File: src/rtl/first_match_rule_selector_assert.svh
// ----------------------------------------------------------------------------
// first_match_rule_selector_assert.svh
// assertion macros for the rule selector, clocked on clk with reset rst_n
// ----------------------------------------------------------------------------
`ifndef FIRST_MATCH_RULE_SELECTOR_ASSERT_SVH
`define FIRST_MATCH_RULE_SELECTOR_ASSERT_SVH

// condition holds in the same cycle
`define FMRS_ASSERT_IMP(lbl, ante, cons, msg) \
    lbl: assert property (@(posedge clk) disable iff (!rst_n) (ante) |-> (cons)) \
        else $error(msg);

// condition holds in the next cycle
`define FMRS_ASSERT_NXT(lbl, ante, cons, msg) \
    lbl: assert property (@(posedge clk) disable iff (!rst_n) (ante) |=> (cons)) \
        else $error(msg);

`endif

File: src/rtl/fmrs_pkg.sv
// ----------------------------------------------------------------------------
// fmrs_pkg
// types, constants and the per-rule match function of the rule selector
// ----------------------------------------------------------------------------
`timescale 1ns / 1ps

package fmrs_pkg;

    localparam int MAX_OPERANDS = 4;
    localparam int OPCODE_W     = 8;
    localparam int LEN_W        = 3;
    localparam int KIND_W       = 6;
    localparam int CODE_W       = 3;
    localparam int SIZE_W       = 4;
    localparam int ID_W         = 16;
    localparam int MASKS_W      = MAX_OPERANDS * KIND_W;
    localparam int CODES_W      = MAX_OPERANDS * CODE_W;
    localparam int SIZES_W      = MAX_OPERANDS * SIZE_W;

    localparam logic [CODE_W-1:0] LAST_KIND_CODE = 3'd5;

    localparam logic FUNC_ADD    = 1'b0;
    localparam logic FUNC_SELECT = 1'b1;

    typedef enum logic [1:0] {
        ST_IDLE,
        ST_RUN,
        ST_HOLD
    } state_t;

    typedef struct packed {
        logic [OPCODE_W-1:0] opcode;
        logic [LEN_W-1:0]    kind_len;
        logic [LEN_W-1:0]    size_len;
        logic [MASKS_W-1:0]  masks;
        logic [SIZES_W-1:0]  sizes;
        logic [ID_W-1:0]     id;
    } rule_t;

    // query travelling down the cell row
    typedef struct packed {
        logic                active;
        logic [OPCODE_W-1:0] opcode;
        logic [LEN_W-1:0]    cnt;
        logic [CODES_W-1:0]  codes;
        logic [SIZES_W-1:0]  sizes;
        logic                found;
        logic [ID_W-1:0]     id;
    } token_t;

    function automatic logic rule_hits(rule_t r, token_t t);
        logic               ok;
        logic [7:0]         mext;
        logic [CODE_W-1:0]  code;
        ok = (r.opcode == t.opcode);
        if (r.kind_len != '0 && (r.kind_len != t.cnt || t.cnt > MAX_OPERANDS))
        begin
            ok = 1'b0;
        end
        if (r.size_len != '0 && (r.size_len != t.cnt || t.cnt > MAX_OPERANDS))
        begin
            ok = 1'b0;
        end
        for (int i = 0; i < MAX_OPERANDS; i++)
        begin
            code = t.codes[i*CODE_W +: CODE_W];
            mext = {{(8-KIND_W){1'b0}}, r.masks[i*KIND_W +: KIND_W]};
            if (r.kind_len != '0 && i < t.cnt)
            begin
                if (code > LAST_KIND_CODE || !mext[code])
                begin
                    ok = 1'b0;
                end
            end
            if (r.size_len != '0 && i < t.cnt)
            begin
                if (t.sizes[i*SIZE_W +: SIZE_W] != r.sizes[i*SIZE_W +: SIZE_W])
                begin
                    ok = 1'b0;
                end
            end
        end
        return ok;
    endfunction

endpackage

File: src/rtl/fmrs_in_if.sv
// ----------------------------------------------------------------------------
// fmrs_in_if
// command channel: rule adds and queries
// ----------------------------------------------------------------------------
`timescale 1ns / 1ps

interface fmrs_in_if;
    logic                              valid;
    logic                              ready;
    logic                              func;
    logic [fmrs_pkg::OPCODE_W-1:0]     opcode;
    logic [fmrs_pkg::LEN_W-1:0]        operand_count;
    logic [fmrs_pkg::LEN_W-1:0]        kind_len;
    logic [fmrs_pkg::LEN_W-1:0]        size_len;
    logic [fmrs_pkg::MASKS_W-1:0]      kind_masks;
    logic [fmrs_pkg::CODES_W-1:0]      kind_codes;
    logic [fmrs_pkg::SIZES_W-1:0]      operand_sizes;
    logic [fmrs_pkg::ID_W-1:0]         target_id;

    modport source (
        output valid, func, opcode, operand_count, kind_len, size_len,
               kind_masks, kind_codes, operand_sizes, target_id,
        input  ready
    );

    modport sink (
        input  valid, func, opcode, operand_count, kind_len, size_len,
               kind_masks, kind_codes, operand_sizes, target_id,
        output ready
    );
endinterface

File: src/rtl/fmrs_out_if.sv
// ----------------------------------------------------------------------------
// fmrs_out_if
// result channel: selected id and status flags
// ----------------------------------------------------------------------------
`timescale 1ns / 1ps

interface fmrs_out_if;
    logic                          valid;
    logic                          ready;
    logic [fmrs_pkg::ID_W-1:0]     selected_id;
    logic                          matched;
    logic                          rejected;

    modport source (
        output valid, selected_id, matched, rejected,
        input  ready
    );

    modport sink (
        input  valid, selected_id, matched, rejected,
        output ready
    );
endinterface

File: src/rtl/first_match_rule_selector.sv
// ----------------------------------------------------------------------------
// first_match_rule_selector
// insertion-ordered rule table with a first-match query running down a row
// of rule cells
// ----------------------------------------------------------------------------
//  channel  dir  modport  payload
//  cmd      in   sink     func, opcode, operand_count, kind_len, size_len,
//                         kind_masks, kind_codes, operand_sizes, target_id
//  res      out  source   selected_id, matched, rejected
//
//  one item at a time; cmd.ready is high only in idle, while the result of
//  the previous item may still wait at res
//  an add is written into the slot named by the fill count; its status goes
//  through the hold register to the output register
//  a query walks the cell row one slot per cycle, then passes the hold register
//  and the output register; reset empties the table at once (per-slot valid
//  bits), with no clearing pass; a result waits in a hold register while res is
//  stalled, the output register and the hold stage part the two sides
// ----------------------------------------------------------------------------
`timescale 1ns / 1ps

module first_match_rule_selector #(
    parameter int RULE_SLOTS = 16
) (
    input  logic        clk,
    input  logic        rst_n,
    fmrs_in_if.sink     cmd,
    fmrs_out_if.source  res
);

`include "first_match_rule_selector_assert.svh"

    localparam int FILL_W = $clog2(RULE_SLOTS + 1);
    localparam logic [FILL_W-1:0] FILL_FULL = FILL_W'(RULE_SLOTS);

    fmrs_pkg::state_t  state_reg;
    fmrs_pkg::state_t  state_next;
    logic [FILL_W-1:0] fill_reg;
    logic              full;
    logic              accept;
    logic              add_ok;
    logic              out_free;
    logic              load_add;
    logic              load_query;
    logic              load_out;

    logic [fmrs_pkg::ID_W-1:0] hold_id_reg;
    logic                      hold_matched_reg;
    logic                      hold_rejected_reg;
    logic                      out_valid_reg;
    logic [fmrs_pkg::ID_W-1:0] out_id_reg;
    logic                      out_matched_reg;
    logic                      out_rejected_reg;

    fmrs_pkg::rule_t   wr_rule;
    fmrs_pkg::token_t  tok [0:RULE_SLOTS];
    logic [RULE_SLOTS-1:0] active_vec;

    assign full     = (fill_reg == FILL_FULL);
    assign accept   = cmd.valid && cmd.ready;
    assign add_ok   = accept && (cmd.func == fmrs_pkg::FUNC_ADD) && !full;
    assign out_free = !out_valid_reg || res.ready;

    // next state
    always_comb
    begin
        state_next = state_reg;
        unique case (state_reg)
            fmrs_pkg::ST_IDLE:
            begin
                if (accept)
                begin
                    if (cmd.func == fmrs_pkg::FUNC_SELECT)
                    begin
                        state_next = fmrs_pkg::ST_RUN;
                    end
                    else
                    begin
                        state_next = fmrs_pkg::ST_HOLD;
                    end
                end
            end
            fmrs_pkg::ST_RUN:
            begin
                if (tok[RULE_SLOTS].active)
                begin
                    state_next = fmrs_pkg::ST_HOLD;
                end
            end
            fmrs_pkg::ST_HOLD:
            begin
                if (out_free)
                begin
                    state_next = fmrs_pkg::ST_IDLE;
                end
            end
            default:
            begin
                state_next = fmrs_pkg::ST_IDLE;
            end
        endcase
    end

    // state outputs
    always_comb
    begin
        cmd.ready  = 1'b0;
        load_add   = 1'b0;
        load_query = 1'b0;
        load_out   = 1'b0;
        unique case (state_reg)
            fmrs_pkg::ST_IDLE:
            begin
                cmd.ready = 1'b1;
                load_add  = cmd.valid && (cmd.func == fmrs_pkg::FUNC_ADD);
            end
            fmrs_pkg::ST_RUN:
            begin
                load_query = tok[RULE_SLOTS].active;
            end
            fmrs_pkg::ST_HOLD:
            begin
                load_out = out_free;
            end
            default:
            begin
                cmd.ready = 1'b0;
            end
        endcase
    end

    always_ff @(posedge clk or negedge rst_n)
    begin
        if (!rst_n)
        begin
            state_reg <= fmrs_pkg::ST_IDLE;
            fill_reg  <= '0;
        end
        else
        begin
            state_reg <= state_next;
            if (add_ok)
            begin
                fill_reg <= fill_reg + 1'b1;
            end
        end
    end

    always_ff @(posedge clk)
    begin
        if (load_add)
        begin
            hold_id_reg       <= '0;
            hold_matched_reg  <= 1'b0;
            hold_rejected_reg <= full;
        end
        else if (load_query)
        begin
            hold_id_reg       <= tok[RULE_SLOTS].found ? tok[RULE_SLOTS].id : '0;
            hold_matched_reg  <= tok[RULE_SLOTS].found;
            hold_rejected_reg <= 1'b0;
        end
    end

    always_ff @(posedge clk or negedge rst_n)
    begin
        if (!rst_n)
        begin
            out_valid_reg <= 1'b0;
        end
        else if (load_out)
        begin
            out_valid_reg <= 1'b1;
        end
        else if (res.ready)
        begin
            out_valid_reg <= 1'b0;
        end
    end

    always_ff @(posedge clk)
    begin
        if (load_out)
        begin
            out_id_reg       <= hold_id_reg;
            out_matched_reg  <= hold_matched_reg;
            out_rejected_reg <= hold_rejected_reg;
        end
    end

    assign res.valid       = out_valid_reg;
    assign res.selected_id = out_id_reg;
    assign res.matched     = out_matched_reg;
    assign res.rejected    = out_rejected_reg;

    assign wr_rule.opcode   = cmd.opcode;
    assign wr_rule.kind_len = cmd.kind_len;
    assign wr_rule.size_len = cmd.size_len;
    assign wr_rule.masks    = cmd.kind_masks;
    assign wr_rule.sizes    = cmd.operand_sizes;
    assign wr_rule.id       = cmd.target_id;

    // query enters the head of the row
    assign tok[0] = '{active: accept && (cmd.func == fmrs_pkg::FUNC_SELECT),
                      opcode: cmd.opcode,
                      cnt:    cmd.operand_count,
                      codes:  cmd.kind_codes,
                      sizes:  cmd.operand_sizes,
                      found:  1'b0,
                      id:     '0};

    for (genvar g = 0; g < RULE_SLOTS; g++)
    begin : g_cell
        fmrs_cell u_cell (
            .clk     (clk),
            .rst_n   (rst_n),
            .wr_en   (add_ok && (fill_reg == FILL_W'(g))),
            .wr_rule (wr_rule),
            .tok_in  (tok[g]),
            .tok_out (tok[g+1])
        );
        assign active_vec[g] = tok[g+1].active;
    end

    `FMRS_ASSERT_IMP(a_fill_range, 1'b1, fill_reg <= FILL_FULL, "fill count past table size")
    `FMRS_ASSERT_IMP(a_one_query, 1'b1, $countones(active_vec) <= 1, "two queries in the row")
    `FMRS_ASSERT_IMP(a_row_busy, active_vec != '0, state_reg == fmrs_pkg::ST_RUN,
        "query in the row outside run state")
    `FMRS_ASSERT_NXT(a_full_reject, load_add && full, hold_rejected_reg,
        "add on a full table not rejected")

endmodule

File: src/rtl/fmrs_cell.sv
// ----------------------------------------------------------------------------
// fmrs_cell
// one rule slot: holds a rule and checks the passing query against it
// ----------------------------------------------------------------------------
`timescale 1ns / 1ps

module fmrs_cell (
    input  logic              clk,
    input  logic              rst_n,
    input  logic              wr_en,
    input  fmrs_pkg::rule_t   wr_rule,
    input  fmrs_pkg::token_t  tok_in,
    output fmrs_pkg::token_t  tok_out
);

    fmrs_pkg::rule_t   rule_reg;
    logic              valid_reg;
    fmrs_pkg::token_t  tok_reg;
    fmrs_pkg::token_t  tok_next;
    logic              hit;

    assign hit = valid_reg && fmrs_pkg::rule_hits(rule_reg, tok_in);

    // an earlier cell's match always wins
    always_comb
    begin
        tok_next = tok_in;
        if (!tok_in.found && hit)
        begin
            tok_next.found = 1'b1;
            tok_next.id    = rule_reg.id;
        end
    end

    always_ff @(posedge clk or negedge rst_n)
    begin
        if (!rst_n)
        begin
            valid_reg <= 1'b0;
        end
        else if (wr_en)
        begin
            valid_reg <= 1'b1;
        end
    end

    always_ff @(posedge clk)
    begin
        if (wr_en)
        begin
            rule_reg <= wr_rule;
        end
    end

    always_ff @(posedge clk or negedge rst_n)
    begin
        if (!rst_n)
        begin
            tok_reg <= '0;
        end
        else
        begin
            tok_reg <= tok_next;
        end
    end

    assign tok_out = tok_reg;

endmodule
File: src/flat_wrapper.sv
// flat-port wrapper written by rule: the top's interface ports become plain ports
module first_match_rule_selector_flat 
#(
    parameter int RULE_SLOTS = 16
)
  (clk, rst_n, cmd_valid, cmd_func, cmd_opcode, cmd_operand_count, cmd_kind_len, cmd_size_len, cmd_kind_masks, cmd_kind_codes, cmd_operand_sizes, cmd_target_id, cmd_ready, res_valid, res_selected_id, res_matched, res_rejected, res_ready);
  fmrs_in_if cmd_i ();
  fmrs_out_if res_i ();
  input  logic clk;
  input  logic rst_n;
  input wire logic [$bits(cmd_i.valid)-1:0] cmd_valid;
  input wire logic [$bits(cmd_i.func)-1:0] cmd_func;
  input wire logic [$bits(cmd_i.opcode)-1:0] cmd_opcode;
  input wire logic [$bits(cmd_i.operand_count)-1:0] cmd_operand_count;
  input wire logic [$bits(cmd_i.kind_len)-1:0] cmd_kind_len;
  input wire logic [$bits(cmd_i.size_len)-1:0] cmd_size_len;
  input wire logic [$bits(cmd_i.kind_masks)-1:0] cmd_kind_masks;
  input wire logic [$bits(cmd_i.kind_codes)-1:0] cmd_kind_codes;
  input wire logic [$bits(cmd_i.operand_sizes)-1:0] cmd_operand_sizes;
  input wire logic [$bits(cmd_i.target_id)-1:0] cmd_target_id;
  output wire logic [$bits(cmd_i.ready)-1:0] cmd_ready;
  output wire logic [$bits(res_i.valid)-1:0] res_valid;
  output wire logic [$bits(res_i.selected_id)-1:0] res_selected_id;
  output wire logic [$bits(res_i.matched)-1:0] res_matched;
  output wire logic [$bits(res_i.rejected)-1:0] res_rejected;
  input wire logic [$bits(res_i.ready)-1:0] res_ready;
  assign cmd_i.valid = cmd_valid;
  assign cmd_i.func = cmd_func;
  assign cmd_i.opcode = cmd_opcode;
  assign cmd_i.operand_count = cmd_operand_count;
  assign cmd_i.kind_len = cmd_kind_len;
  assign cmd_i.size_len = cmd_size_len;
  assign cmd_i.kind_masks = cmd_kind_masks;
  assign cmd_i.kind_codes = cmd_kind_codes;
  assign cmd_i.operand_sizes = cmd_operand_sizes;
  assign cmd_i.target_id = cmd_target_id;
  assign cmd_ready = cmd_i.ready;
  assign res_valid = res_i.valid;
  assign res_selected_id = res_i.selected_id;
  assign res_matched = res_i.matched;
  assign res_rejected = res_i.rejected;
  assign res_i.ready = res_ready;
  first_match_rule_selector #(.RULE_SLOTS(RULE_SLOTS)) u_core (.clk(clk), .rst_n(rst_n), .cmd(cmd_i), .res(res_i));
endmodule
File: config.mk
export PLATFORM = sky130hd
export DESIGN_NAME = first_match_rule_selector_flat
export DESIGN_NICKNAME = d
export VERILOG_FILES = /design/src/rtl/fmrs_pkg.sv /design/src/rtl/fmrs_in_if.sv /design/src/rtl/fmrs_out_if.sv /design/src/rtl/first_match_rule_selector.sv /design/src/rtl/fmrs_cell.sv /design/src/flat_wrapper.sv
export VERILOG_INCLUDE_DIRS = /design/src /design/src/rtl
export SDC_FILE = /design/constraint.sdc
export NUM_CORES = 2
export LEC_CHECK = 0
export BUFFER_PORTS_ARGS = -buffer_cell sky130_fd_sc_hd__buf_2
export CAP_MARGIN = 10
export CORE_ASPECT_RATIO = 1.75
export CORE_MARGIN = 2
export CORE_UTILIZATION = 45
export CTS_CLUSTER_DIAMETER = 80
export DETAILED_ROUTE_END_ITERATION = 16
export GPL_TIMING_DRIVEN = 0
export PLACE_DENSITY_LB_ADDON = 0.25
export SLEW_MARGIN = 20
export SYNTH_ARGS = -nofsm -noshare
export SYNTH_HDL_FRONTEND = slang
export SYNTH_SLANG_ARGS = --single-unit
File: constraint.sdc
create_clock -name clk -period 3.6 [get_ports clk]
set_input_delay 0.72 -clock clk [delete_from_list [all_inputs] [get_ports clk]]
set_output_delay 0.72 -clock clk [all_outputs]
set_load 0.01 [all_outputs]
==> impl_metrics.toml <==
[status]
outcome = "finished, final reports clean"

[cells_and_area]
num-fill-cells = 12550
final_common_cell = "edfxtp_1"
nNetsFinal = 4076
final_core_utilization = 0.5162
drive_gt1_frac = 0.2099
largest_register_ffs = 1120
layout_common_cells = "1139 x edfxtp_1, 897 x dfrtp_1, 259 x xor2_1"
syn2layout_area_growth_pct = 14.30

[critical_path]
crit_path_max_fanout = 10
crit_arrival_ns = 4.05
critical_path_class = "flop to flop"
crit_family = "compound AO/OA/AOI/OAI gates"
r2r_setup_slack_ns = 0.22
cp_cell_sequence = "clkbuf_1 > a21oi_2 > a221oi_1 > a311oi_1 > a31oi_1 > nor4_4 > buf_4 > buf_2 > mux2_2"
worstSetupEndpointType = "flop"
crit_required_ns = 4.27
slowest_delay_ns = 0.64
path_buf_inv = 3
critPathLaunchType = "flop"
critPathSlowestCell = "a311oi_1"

[grt]
grt_max_degree = 136
track_usage = 0.1854
grt_pass1_vias = 35520
overflow = 0
grt_use_met2 = 0.3729
met3_usage = 0.03024
grt.busiest_layer = "met2"
use_met1 = 0.1827
antenna_found_initial = 12
grt_pass1_wl_um = 218600

[detailed_routing]
drc_errors = 0
num_vias = 32150
drt_pass1_iterations = 7
drtAntennaViolNets = 0
drtIter0Drc = 1748
viasPerCell = 5.197
wl_um = 146600
wl_per_cell_um = 23.69

[power_and_ir_drop]
p_sw_frac = 0.2091
pwr-share-seq = 0.551
p_sw_mw = 9.761
leakage_nw = 30.58
clkPwrFrac = 0.415
internal_power_mw = 36.92
power_frac_comb = 0.033
power_density_nw_per_um2 = 574.3
ir_drop_mv = 0.4716

[floorplanning]
die_w_um = 304.5
start_util = 0.4517
dieArea_um2 = 161300
die_h_um = 529.9
ios = 110
placementRows = 193
core_um2 = 157400

[synth]
synth-edff-count = 1139
synth.distinct_cells = 70
synth.avg_cell_area_um2 = 19.50
seq_area_frac_synth = 0.8014
syn_inst = 3647
yosys_most_used_dff = "edfxtp_1"
yosysWarnings = 0
ys_ff_latch = 2053
async_flop_share = 0.4369
synthesis.area_um2 = 71110
synth_fp_nets = 3742

[timing]
drv_slew = 0
grt_setup_unrepaired = "no"
whs_ns = 0.07070
finalCriticalPeriod_ns = 3.382
setup_viol = 0
max_slew.worst_pin.slew_ns = 1.149
post-route-period-util = 0.9393
max-slew-margin-rel = 0.2243
fmax_mhz = 295.7
fin_skew_ns = 0.02605
finalHoldViolCount = 0

[clock_tree]
clock_path_buffers = 3
cts_sinks = 2053
clkSlewWorstSetupHoldPaths_ns = 0.06
cts_tree = "yes"
root_buffer = "clkbuf_16"
ctsHtreeMaxLevel = 4
clock_latency_ns = 0.80
cts_buffers = 176

[flow_run]
max_cap_viol_count = 0

[place]
gp_congestion = 0.8101
dpl.hpwl_um = 103500
numPortBuffers = 109

[worst_hold_path]
hp-class = "primary input to flop"
==> stage by stage <==
| stage | setup slack, ns | total power, mW | cells | TNS (ns) | area, µm² |
|---|---|---|---|---|---|
| 2_1_floorplan | 0.1699 | 26.78 | 3647 | 0 | 71130 |
| 3_3_place_gp | -18.81 | 27.72 | 5803 | - | 74240 |
| 3_5_place_dp | -0.6830 | 27.82 | 5832 | -37.33 | 75030 |
| 4_1_cts | 0.07286 | 47.17 | 6183 | 0 | 81260 |
| 5_1_grt | 0.08838 | 48.21 | 6184 | 0 | 81270 |
| 6_report | 0.2184 | 46.68 | 6187 | 0 | 81280 |
==> synthesized netlist by cell type, types with 20 or more instances <==
master    instances  area share
edfxtp_1       1139        0.48
nand4_1          58      0.0051
a21oi_1          28      0.0020
nor4_1           43      0.0038
nor2b_1          38      0.0033
mux2_4           40      0.0084
xor2_1          259       0.032
a41oi_1          26      0.0032
mux2_2          219       0.035
mux2i_1          49      0.0069
and2_1           39      0.0034
inv_1            36      0.0019
nor3_1           34      0.0024
o21ai_0          20      0.0014
xnor2_1         191       0.024
mux4_2           62       0.020
nor2_1           92      0.0049
dfrtp_1         897        0.32
or2_2            21      0.0018
==> what timing repair did <==
item,4_1_cts,5_1_grt
resized for setup,8,0
setup buffers,14,0
hold buffers,4,0
setup endpoints to repair,108,0
endpoints found under the hold margin,14,0
==> metal layers <==
metal,part of all wire,wire length [µm],up-vias
li1,-,-,14400
met1,0.34,49140,16920
met2,0.59,86270,538
met3,0.032,4730,281
met4,0.043,6335,16
met5,0.00066,97,-
==> area by class of cell <==
type	instances	area (µm²)	share of cell area
multi-input cells	1514	13870	0.1707
clock inverters	84	912.1	0.01122
plain buffers	44	264.0	0.003248
well taps	2047	2561	0.03151
flip-flops and latches	2053	56990	0.7012
inverters	36	135.1	0.001663
repair buffers	156	1420	0.01747
clock buffers	249	5115	0.06293
diodes	4	10.01	0.0001232
==> power by group through the flow <==
stage / logic, mW / registers [mW] / clock network, mW
finish: 1.56 / 25.7 / 19.4
CTS: 1.62 / 25.7 / 19.8
global route: 1.73 / 25.8 / 20.7
floorplan: 0.660 / 26.1 / 0
detailed placement: 1.61 / 26.2 / 0
global placement: 1.52 / 26.2 / 0
==> worst reg2reg max path, cell delays in order, from the launching register on <==
cell      delay [ns]
dfrtp_1         0.37
clkbuf_1        0.19
a21oi_2         0.41
a221oi_1        0.17
a311oi_1        0.64
a31oi_1         0.28
nor4_4          0.31
buf_4           0.21
buf_2           0.30
mux2_2          0.39
==> kinds of logic (layout without fill, tap and decap cells) <==
logic type / Yosys count / in the layout / share of synthesized area
compound gates: 250 / 250 / 0.03079
flops: 2053 / 2053 / 0.8014
xor+xnor: 450 / 450 / 0.05542
simple gates: 438 / 438 / 0.03605
buf+inv: 80 / 569 / 0.005613
other cells: 0 / 4 / 0
fa+ha+maj: 5 / 5 / 0.0008798
mux: 371 / 371 / 0.06982
==> worst paths after layout <==
kind / startpoint / endpoint / cells after the start
worst max register to register: u_core.g_cell[4].u_cell.tok_out[47] / u_core.g_cell[5].u_cell.tok_out[7] / 9
min in group asynchronous: rst_n / u_core.g_cell[10].u_cell.tok_out[56] / 2
worst max-delay path: u_core.g_cell[4].u_cell.tok_out[47] / u_core.g_cell[5].u_cell.tok_out[7] / 9
worst min register to register: u_core.g_cell[4].u_cell.tok_out[56] / u_core.g_cell[5].u_cell.tok_out[56] / 0
max in group asynchronous: rst_n / u_core.g_cell[0].u_cell.tok_out[55] / 4
worst min-delay path: cmd_kind_codes[7] / u_core.g_cell[0].u_cell.tok_out[40] / 1
Power figures use the tool's default switching activity.
